## config.mk

```make
export PLATFORM = sky130hd
export DESIGN_NAME = html_char_tokenizer
export DESIGN_NICKNAME = d
export VERILOG_FILES = /design/src/design/htok_pkg.sv /design/src/design/html_char_tokenizer.sv
export SDC_FILE = /design/constraint.sdc
export NUM_CORES = 1
export LEC_CHECK = 0
export ABC_AREA = 1
export BUFFER_PORTS_ARGS = -buffer_cell sky130_fd_sc_hd__buf_2
export CORE_ASPECT_RATIO = 0.6
export CORE_MARGIN = 8
export CORE_UTILIZATION = 55
export CTS_CLUSTER_SIZE = 24
export DETAILED_ROUTE_END_ITERATION = 12
export GPL_TIMING_DRIVEN = 1
export PLACE_DENSITY_LB_ADDON = 0.25
export SYNTH_ARGS = -nofsm -noshare
export SYNTH_HDL_FRONTEND = slang
export SYNTH_SLANG_ARGS = --single-unit
```

## constraint.sdc

```tcl
create_clock -name clock -period 2.6 [get_ports clock]
set_input_delay 0.52 -clock clock [delete_from_list [all_inputs] [get_ports clock]]
set_output_delay 0.52 -clock clock [all_outputs]
set_load 0.01 [all_outputs]
```

## src/design/htok_pkg.sv

```systemverilog
package htok_pkg;

   typedef enum logic [3:0] {
      ST_DATA       = 4'd0,
      ST_TAG_OPEN   = 4'd1,
      ST_TAG_NAME   = 4'd2,
      ST_BEFORE_KEY = 4'd3,
      ST_KEY        = 4'd4,
      ST_BEFORE_VAL = 4'd5,
      ST_VAL_DQ     = 4'd6,
      ST_AFTER_VAL  = 4'd7,
      ST_TEXT       = 4'd8,
      ST_TEXT_SPACE = 4'd9
   } lex_state_type;

   typedef enum logic [1:0] {
      KIND_NONE = 2'd0,
      KIND_TEXT = 2'd1,
      KIND_TAG  = 2'd2
   } token_kind_type;

   typedef enum logic [1:0] {
      TEND_NONE   = 2'd0,
      TEND_AFTER  = 2'd1,
      TEND_BEFORE = 2'd2
   } token_end_type;

   localparam logic [7:0] CHAR_LT    = 8'h3C;
   localparam logic [7:0] CHAR_GT    = 8'h3E;
   localparam logic [7:0] CHAR_EQ    = 8'h3D;
   localparam logic [7:0] CHAR_QUOTE = 8'h22;
   localparam logic [7:0] CHAR_SPACE = 8'h20;

   typedef struct packed {
      logic           append_data;
      logic           append_key;
      logic           append_value;
      logic           key_done;
      logic           value_done;
      token_end_type  token_end;
      token_kind_type token_kind;
      logic [7:0]     byte_out;
   } rsp_type;

   function automatic logic is_printable(input logic [7:0] c);
      return (c >= 8'h21) && (c <= 8'h7E);
   endfunction

endpackage

```

## src/design/html_char_tokenizer.sv

```systemverilog
// channel  | valid      | stall      | payload
// ---------+------------+------------+---------------------------------------------
// request  | req_valid  | req_stall  | req_char_in
// response | rsp_valid  | rsp_stall  | rsp_append_data .. rsp_token_kind, rsp_byte_out
//
// One byte per cycle sustained while the response is not stalled.
// The rate is set by the single lexer state update, done once per byte.
// A byte sits in the input register, steps the lexer and lands in the response register.
// While the response stalls, one more byte is still taken into the input register.
// Reset (synchronous, active high) empties both registers and returns the lexer to data.
module html_char_tokenizer (
   input  logic       clock,
   input  logic       reset,
   input  logic       req_valid,
   output logic       req_stall,
   input  logic [7:0] req_char_in,
   output logic       rsp_valid,
   input  logic       rsp_stall,
   output logic       rsp_append_data,
   output logic       rsp_append_key,
   output logic       rsp_append_value,
   output logic       rsp_key_done,
   output logic       rsp_value_done,
   output logic [1:0] rsp_token_end,
   output logic [1:0] rsp_token_kind,
   output logic [7:0] rsp_byte_out
);

   logic                    in_valid_ff;
   logic [7:0]              char_ff;
   logic                    out_valid_ff;
   htok_pkg::rsp_type       rsp_ff;
   htok_pkg::rsp_type       rsp_in;
   htok_pkg::lex_state_type state_ff;
   htok_pkg::lex_state_type state_in;
   htok_pkg::token_kind_type kind_ff;
   htok_pkg::token_kind_type kind_in;
   logic                    close_tag;
   logic                    advance;
   logic                    step;
   logic                    req_fire;

   assign advance   = !out_valid_ff || !rsp_stall;
   assign step      = in_valid_ff && advance;
   assign req_stall = in_valid_ff && !advance;
   assign req_fire  = req_valid && !req_stall;

   always_comb begin
      logic data;
      logic key;
      logic val;
      logic kdone;
      logic vdone;
      htok_pkg::token_end_type tend;
      data      = 1'b0;
      key       = 1'b0;
      val       = 1'b0;
      kdone     = 1'b0;
      vdone     = 1'b0;
      tend      = htok_pkg::TEND_NONE;
      close_tag = 1'b0;
      state_in  = state_ff;
      kind_in   = kind_ff;
      case (state_ff)
         htok_pkg::ST_TAG_OPEN: begin
            if (htok_pkg::is_printable(char_ff)) begin
               state_in = htok_pkg::ST_TAG_NAME;
               kind_in  = htok_pkg::KIND_TAG;
               data     = 1'b1;
            end
         end
         htok_pkg::ST_TAG_NAME: begin
            if (char_ff == htok_pkg::CHAR_SPACE) begin
               state_in = htok_pkg::ST_BEFORE_KEY;
               data     = 1'b1;
            end else if (char_ff == htok_pkg::CHAR_GT) begin
               data      = 1'b1;
               close_tag = 1'b1;
            end else if (htok_pkg::is_printable(char_ff)) begin
               data = 1'b1;
            end
         end
         htok_pkg::ST_BEFORE_KEY: begin
            // space is accepted here as a name character
            if (char_ff >= htok_pkg::CHAR_SPACE && char_ff <= 8'h7E) begin
               key      = 1'b1;
               data     = 1'b1;
               state_in = htok_pkg::ST_KEY;
            end
         end
         htok_pkg::ST_KEY: begin
            if (char_ff == htok_pkg::CHAR_EQ) begin
               data     = 1'b1;
               kdone    = 1'b1;
               state_in = htok_pkg::ST_BEFORE_VAL;
            end else if (htok_pkg::is_printable(char_ff)) begin
               key  = 1'b1;
               data = 1'b1;
            end
         end
         htok_pkg::ST_BEFORE_VAL: begin
            if (char_ff == htok_pkg::CHAR_QUOTE) begin
               data     = 1'b1;
               state_in = htok_pkg::ST_VAL_DQ;
            end
         end
         htok_pkg::ST_VAL_DQ: begin
            if (char_ff == htok_pkg::CHAR_QUOTE) begin
               vdone    = 1'b1;
               data     = 1'b1;
               state_in = htok_pkg::ST_AFTER_VAL;
            end else if (htok_pkg::is_printable(char_ff)) begin
               val  = 1'b1;
               data = 1'b1;
            end
         end
         htok_pkg::ST_AFTER_VAL: begin
            if (char_ff == htok_pkg::CHAR_GT) begin
               data      = 1'b1;
               close_tag = 1'b1;
            end else if (char_ff == htok_pkg::CHAR_SPACE) begin
               data     = 1'b1;
               state_in = htok_pkg::ST_BEFORE_KEY;
            end
         end
         htok_pkg::ST_TEXT, htok_pkg::ST_TEXT_SPACE: begin
            // '<' ends the text token before it and opens a tag
            if (char_ff == htok_pkg::CHAR_LT) begin
               tend     = htok_pkg::TEND_BEFORE;
               data     = 1'b1;
               kind_in  = htok_pkg::KIND_NONE;
               state_in = htok_pkg::ST_TAG_OPEN;
            end else if (char_ff == htok_pkg::CHAR_SPACE
                         && state_ff == htok_pkg::ST_TEXT) begin
               data     = 1'b1;
               state_in = htok_pkg::ST_TEXT_SPACE;
            end else if (htok_pkg::is_printable(char_ff)) begin
               data = 1'b1;
            end
         end
         default: begin
            if (char_ff == htok_pkg::CHAR_LT) begin
               state_in = htok_pkg::ST_TAG_OPEN;
               kind_in  = htok_pkg::KIND_NONE;
               data     = 1'b1;
            end else if (htok_pkg::is_printable(char_ff)) begin
               state_in = htok_pkg::ST_TEXT;
               kind_in  = htok_pkg::KIND_TEXT;
               data     = 1'b1;
            end
         end
      endcase

      // report the kind of the token just built, then close it
      rsp_in.token_kind = kind_in;
      if (close_tag) begin
         tend     = htok_pkg::TEND_AFTER;
         state_in = htok_pkg::ST_DATA;
         kind_in  = htok_pkg::KIND_NONE;
      end

      rsp_in.append_data  = data;
      rsp_in.append_key   = key;
      rsp_in.append_value = val;
      rsp_in.key_done     = kdone;
      rsp_in.value_done   = vdone;
      rsp_in.token_end    = tend;
      rsp_in.byte_out     = data ? char_ff : 8'h00;
   end

   always_ff @(posedge clock) begin
      if (reset) begin
         in_valid_ff  <= 1'b0;
         out_valid_ff <= 1'b0;
         state_ff     <= htok_pkg::ST_DATA;
         kind_ff      <= htok_pkg::KIND_NONE;
      end else begin
         if (req_fire) begin
            in_valid_ff <= 1'b1;
         end else if (step) begin
            in_valid_ff <= 1'b0;
         end
         if (advance) begin
            out_valid_ff <= in_valid_ff;
         end
         if (step) begin
            state_ff <= state_in;
            kind_ff  <= kind_in;
         end
      end
   end

   always_ff @(posedge clock) begin
      if (req_fire) begin
         char_ff <= req_char_in;
      end
      if (step) begin
         rsp_ff <= rsp_in;
      end
   end

   assign rsp_valid        = out_valid_ff;
   assign rsp_append_data  = rsp_ff.append_data;
   assign rsp_append_key   = rsp_ff.append_key;
   assign rsp_append_value = rsp_ff.append_value;
   assign rsp_key_done     = rsp_ff.key_done;
   assign rsp_value_done   = rsp_ff.value_done;
   assign rsp_token_end    = rsp_ff.token_end;
   assign rsp_token_kind   = rsp_ff.token_kind;
   assign rsp_byte_out     = rsp_ff.byte_out;

   a_close_returns_data: assert property (@(posedge clock) disable iff (reset)
      (step && close_tag) |=> (state_ff == htok_pkg::ST_DATA
                               && kind_ff == htok_pkg::KIND_NONE))
      else $error("tag close did not return lexer to data");

   a_stall_needs_item: assert property (@(posedge clock) disable iff (reset)
      req_stall |-> (in_valid_ff && out_valid_ff))
      else $error("request stalled with a free stage");

   a_byte_matches_data: assert property (@(posedge clock) disable iff (reset)
      rsp_valid |-> ((rsp_byte_out != 8'h00) == rsp_append_data))
      else $error("byte echo disagrees with append flag");

   a_key_implies_data: assert property (@(posedge clock) disable iff (reset)
      (rsp_valid && (rsp_append_key || rsp_append_value || rsp_key_done
                     || rsp_value_done)) |-> rsp_append_data)
      else $error("attribute flag without token append");

   a_text_end_kind: assert property (@(posedge clock) disable iff (reset)
      (rsp_valid && rsp_token_end == htok_pkg::TEND_BEFORE)
      |-> (rsp_token_kind == htok_pkg::KIND_NONE))
      else $error("text end with a live token kind");

   a_state_holds_idle: assert property (@(posedge clock) disable iff (reset)
      !step |=> ($stable(state_ff) && $stable(kind_ff)))
      else $error("lexer moved without a byte");

endmodule
```

# Yosys cells after proc, flatten, opt, wreduce, memory -nomap -nowiden
# Cells that the tools add are included.
# totals
register_bits	33
inputBits	12
elab_cells	100
# classes
eq_ne	21
n_bitwise	2
order_cmp	3
reduce_logical	18
mux	42
# ops
op	count
4-bit 2-to-1 mux	12
8-bit by 6-bit equality test with 1-bit output (second input constant)	5
4-bit one-hot mux with 8 select lines	1
1-bit 2-to-1 mux	19
3-bit != test (second input constant)	6
4-bit by 3-bit equality test with 1-bit output (second input constant)	4
8-bit by 6-bit >= comparator with 1-bit output (second input constant)	2
2-bit 2-to-1 mux	6
10-bit nonzero test	1
9-bit AND reduction	1
4-bit by 2-bit equality test with 1-bit output (second input constant)	2
4-bit equality test (second input constant)	2
8-bit by 7-bit less-or-equal comparator with 1-bit output (second input constant)	1
1-bit one-hot mux with 8 select lines	1
1-bit logical AND	6
2-bit one-hot mux with 3 select lines	1
2-bit OR reduction	3
6-bit OR reduction	1
4-bit by 1-bit equality test with 1-bit output (second input constant)	1
1-bit zero test	4
4-bit != test (second input constant)	1
1-bit one-hot mux with 2 select lines	2
1-bit NOT	2
2-bit nonzero test	1
1-bit logical OR	1

# Longest topological paths before layout
# logic_depth
ltp_word	7
ltp_mapped	12
ltp_nobuf	12

# Worst setup path after synthesis
# OpenSTA, ideal clock, no wires.
# synth_timing
kind	in2reg
from	input port rsp_stall
to	register state_ff[2]
path_stages	7
arrival_time_ns	2.117
required_ns	2.530
slack_ns	0.413
n_path_buf	0
cell_sequence	nand2_1 > inv_1 > nor2_1 > inv_1 > a21oi_2 > nand4_1 > a21oi_1
# synth_between
elab_chain_cells	4
# synth_lines
element	line_no	rtl
from (decl)	html_char_tokenizer.sv:18	input logic rsp_stall,
1-bit zero test	html_char_tokenizer.sv:43	assign advance = !out_valid_ff || !rsp_stall;
1-bit logical OR	html_char_tokenizer.sv:43	
1-bit logical AND	html_char_tokenizer.sv:44	assign step = in_valid_ff && advance;
via step	html_char_tokenizer.sv:40	logic step;
9-bit AND reduction (no line)	n/a	
to (signal assigned)	html_char_tokenizer.sv:175	state_ff <= htok_pkg::ST_DATA;
to (signal assigned)	html_char_tokenizer.sv:187	state_ff <= state_in;
to (decl)	html_char_tokenizer.sv:34	htok_pkg::lex_state_type state_ff;
# The timed path passes the listed nets, and every way through them passes these cells.
# A chain may end at the register's enable or synchronous reset.

# Worst setup path after layout
# layout_timing
from	register char_ff[7]
to	register rsp_ff (netlist bit rsp_byte_out[5]) (data pin)
# layout_between
elab_chain_cells	6
word_cells_on_any_way	24
cone_classes	order compare (3); eq/ne (5); mux (13); reduce/logical (3)
# layout_lines
element	line_no	rtl
from (decl)	html_char_tokenizer.sv:30	logic [7:0] char_ff;
from (signal assigned)	html_char_tokenizer.sv:195	char_ff <= req_char_in;
8-bit by 6-bit >= comparator with 1-bit output or 8-bit by 7-bit less-or-equal comparator with 1-bit output (tied branches)	htok_pkg.sv:46, html_char_tokenizer.sv:85	
1-bit logical AND	htok_pkg.sv:46	return (c >= 8'h21) && (c <= 8'h7E);
1-bit 2-to-1 mux	n/a	
1-bit 2-to-1 mux, on equally long branches	html_char_tokenizer.sv:133, html_char_tokenizer.sv:76	
1-bit 2-to-1 mux, on equally long branches	html_char_tokenizer.sv:128, html_char_tokenizer.sv:73	
1-bit one-hot mux with 8 select lines *	html_char_tokenizer.sv:64	case (state_ff)
to (signal assigned)	html_char_tokenizer.sv:198	rsp_ff <= rsp_in;
to (decl)	html_char_tokenizer.sv:32	htok_pkg::rsp_type rsp_ff;
# Mark *: on every way between the ends. The rest lies on a longest branch, timed or not.

==> flow_metrics.py <==
metrics = {
    "clock_network": {
        "clock_tree.root_cell": "clkbuf_8",
        "clk_latency_ps": 280,
        "cts_max_level": 2,
        "cts_tree": "built",
        "cts_setup_buffers": 0,
        "clock-sinks": 33,
        "ctsResizeCount": 0,
        "clk_pin_slew_worst_paths_ps": 60,
        "cts_max_path_buffers": 2,
        "cts-hold-fix-buffers": 0,
        "cts_buffers": 5,
    },
    "final_layout": {
        "final_nets": 260,
        "multi_input_area_um2": 719,
        "drive_gt1_frac": 0.309,
        "ff_latch_area_um2": 911,
        "utilization": 0.659,
        "final_cell_count_no_fill": 294,
        "diodes": 0,
        "synthToLayoutAreaGrowth_pct": 18.0,
        "fillers": 269,
    },
    "floorplan": {
        "die_area_um2": 5310,
        "num_rows": 16,
        "io_pins": 31,
        "die_x_um": 88.9,
        "initial_utilization": 0.558,
        "die_h_um": 59.7,
        "core_um2": 3140,
    },
    "grt": {
        "grt_start_max_net_pins": 18,
        "grt_pass1_vias": 1353,
        "grt_usage": 0.157,
        "grt_pass1_wl_mm": 6.28,
        "antenna_found_initial": 0,
        "grt_overflow": 0,
    },
    "timing": {
        "layout_min_cycle_time_ps": 1810,
        "fin_worst_skew_ps": 5.38,
        "finalSetupViolations": 0,
        "setup_tns_ps": 0,
        "final-hold-violation-count": 0,
        "clock.fmax_mhz": 554,
        "min_period_over_period": 0.695,
        "drv_slew": 0,
        "rsz0062_at_grt": "false",
    },
    "setup_path": {
        "cpLargestDelayFamily": "simple AND/OR/NAND/NOR gates",
        "worstPathRequired_ps": 2620,
        "endpoint_kind": "flip-flop",
        "crit_buf_inv": 1,
        "cp_max_fo": 8,
        "slowest_stage": "edfxtp_1",
        "worstPathCellList": "nor2_4, nand2_1, nor2_1, nor2_4, inv_2, nand2_1, o21ai_4, nor2_1",
        "cpPeakStageDelay_ps": 460,
        "critPathKind": "flip-flop to flip-flop",
        "cp-start-kind": "flip-flop",
        "worstPathArrival_ps": 1830,
    },
    "yosys": {
        "yosys_register_bits": 33,
        "ys_seq_area_frac": 0.519,
        "synthCells": 211,
        "syn_area_um2": 1750,
        "ys_types": 24,
        "netlist.area_leader.share": 0.428,
        "synth_nets": 223,
        "ys_top_cells_by_area": "edfxtp_1, nand2_1, dfxtp_1",
        "synth_top_cell_by_area": "edfxtp_1",
        "synth_area_per_cell_um2": 8.31,
        "yosysWarnings": 0,
    },
    "detailed_routing": {
        "drt_first_pass_iters": 5,
        "final_antenna_net_count": 0,
        "vias": 1500,
        "drcViolationCount": 0,
        "vias_per_cell": 5.10,
        "wirelength_mm": 3.74,
        "wl_per_cell_um": 12.7,
        "drt_iter0_drc": 147,
    },
    "placement": {
        "place_congestion": 1.02,
        "dp.cells": 286,
        "portBuffers": 30,
        "dp_hpwl_mm": 3.00,
    },
    "run_status": {
        "status": "complete, no violations",
    },
    "min_path": {
        "min_path_type": "primary input to flip-flop",
    },
    "flow_run": {
        "maxCapViolations": 0,
    },
    "power_and_ir_drop": {
        "power.density_nw_per_um2": 573,
        "ir_drop_uv": 477,
        "power_w": 0.00119,
        "p_leak_nw": 0.909,
    },
}
sequential cells by signal, indices dropped and copies added, names as in the netlist:
name / cells
in_valid_ff: 1
rsp_append_data: 1
rsp_token_kind: 2
rsp_byte_out: 8
rsp_key_done: 1
state_ff: 4
rsp_token_end: 2
kind_ff: 2
rsp_append_value: 1
rsp_append_key: 1
rsp_valid: 1
char_ff: 8
rsp_value_done: 1
synth_stat cells:
cell type,number
nor2_4,3
nand4_1,5
clkbuf_1,1
nor3_2,1
inv_1,23
o22ai_2,1
o21bai_1,1
dfxtp_1,8
conb_1,1
nand3_2,1
nor2_1,33
o21ai_4,1
o21ai_0,4
o21ai_1,4
nor2_2,16
nand2_2,5
nand3_1,8
nand2_1,47
a21oi_1,10
edfxtp_1,25
nor4_1,1
inv_2,9
o21ai_2,1
a21oi_2,2
worst reg2reg max path, delay by kind of cell, from the launching register on:
family                 cells  cell delay [ps]
AO/OA/AOI/OAI              1              290
buffers and inverters      1               90
flip-flops                 1              460
AND/OR/NAND/NOR            6              710
final cells by class:
class	instances	share of cell area
Timing Repair Buffer	31	0.0761
Clock inverter	2	0.0163
Clock buffer	6	0.0350
Tap cell	45	0.0272
Multi-Input combinational cell	145	0.347
Inverter	32	0.0580
Sequential cell	33	0.440
metrics by stage:
step | instance area (µm²) | setup WS, ps | hold WS, ps
final | 2070 | 794 | 413
after global routing | 2070 | 681 | 403
after detailed placement | 1960 | 796 | 461
after global placement | 1960 | 869 | 456
after CTS | 2070 | 787 | 407
after floorplan | 1750 | 413 | 442
path summary, 6_finish.rpt:
kind	startpoint	endpoint	slack (ps)	cells past startpoint
setup / recovery	char_ff[7]	rsp_byte_out[5]	790	8
hold / removal	req_char_in[1]	char_ff[1]	410	1
setup reg to reg	char_ff[7]	rsp_byte_out[5]	790	8
hold reg to reg	kind_ff[1]	kind_ff[1]	470	2
per-layer routing:
layer | up-vias | GRT usage | wire length [µm]
li1 | 751 | - | -
met1 | 654 | 0.218 | 1820
met2 | 88 | 0.221 | 1430
met3 | 7 | 0.0521 | 451
met4 | 0 | 0.0501 | 42
met5 | - | 0 | 0
cell families after synthesis:
logic type,count (synthesis),synth area share
AO/OA/AOI/OAI,24,0.0870
buffers and inverters,33,0.0706
flip-flops,33,0.519
other,1,0.00214
AND/OR/NAND/NOR,120,0.321
cells in the final DEF (no fill, tap or decap), types with 3 or more instances in the layout:
master / count
nor2_4: 3
edfxtp_1: 25
o21ai_1: 4
nand4_1: 5
dfxtp_1: 8
nand3_1: 8
nor2_2: 16
a21oi_1: 10
o21ai_0: 4
buf_2: 30
nand2_1: 47
nand2_2: 5
inv_1: 23
clkbuf_8: 5
inv_2: 9
nor2_1: 33
power by group:
| group | internal [W] | total (W) | switching [W] | leakage, nW |
|---|---|---|---|---|
| clock | 0.000283 | 0.000459 | 0.000176 | 0.0528 |
| sequential | 0.000594 | 0.000607 | 0.0000133 | 0.307 |
| combinational | 0.0000403 | 0.000120 | 0.0000798 | 0.549 |
Note: power is estimated with default switching activity, not from simulation.
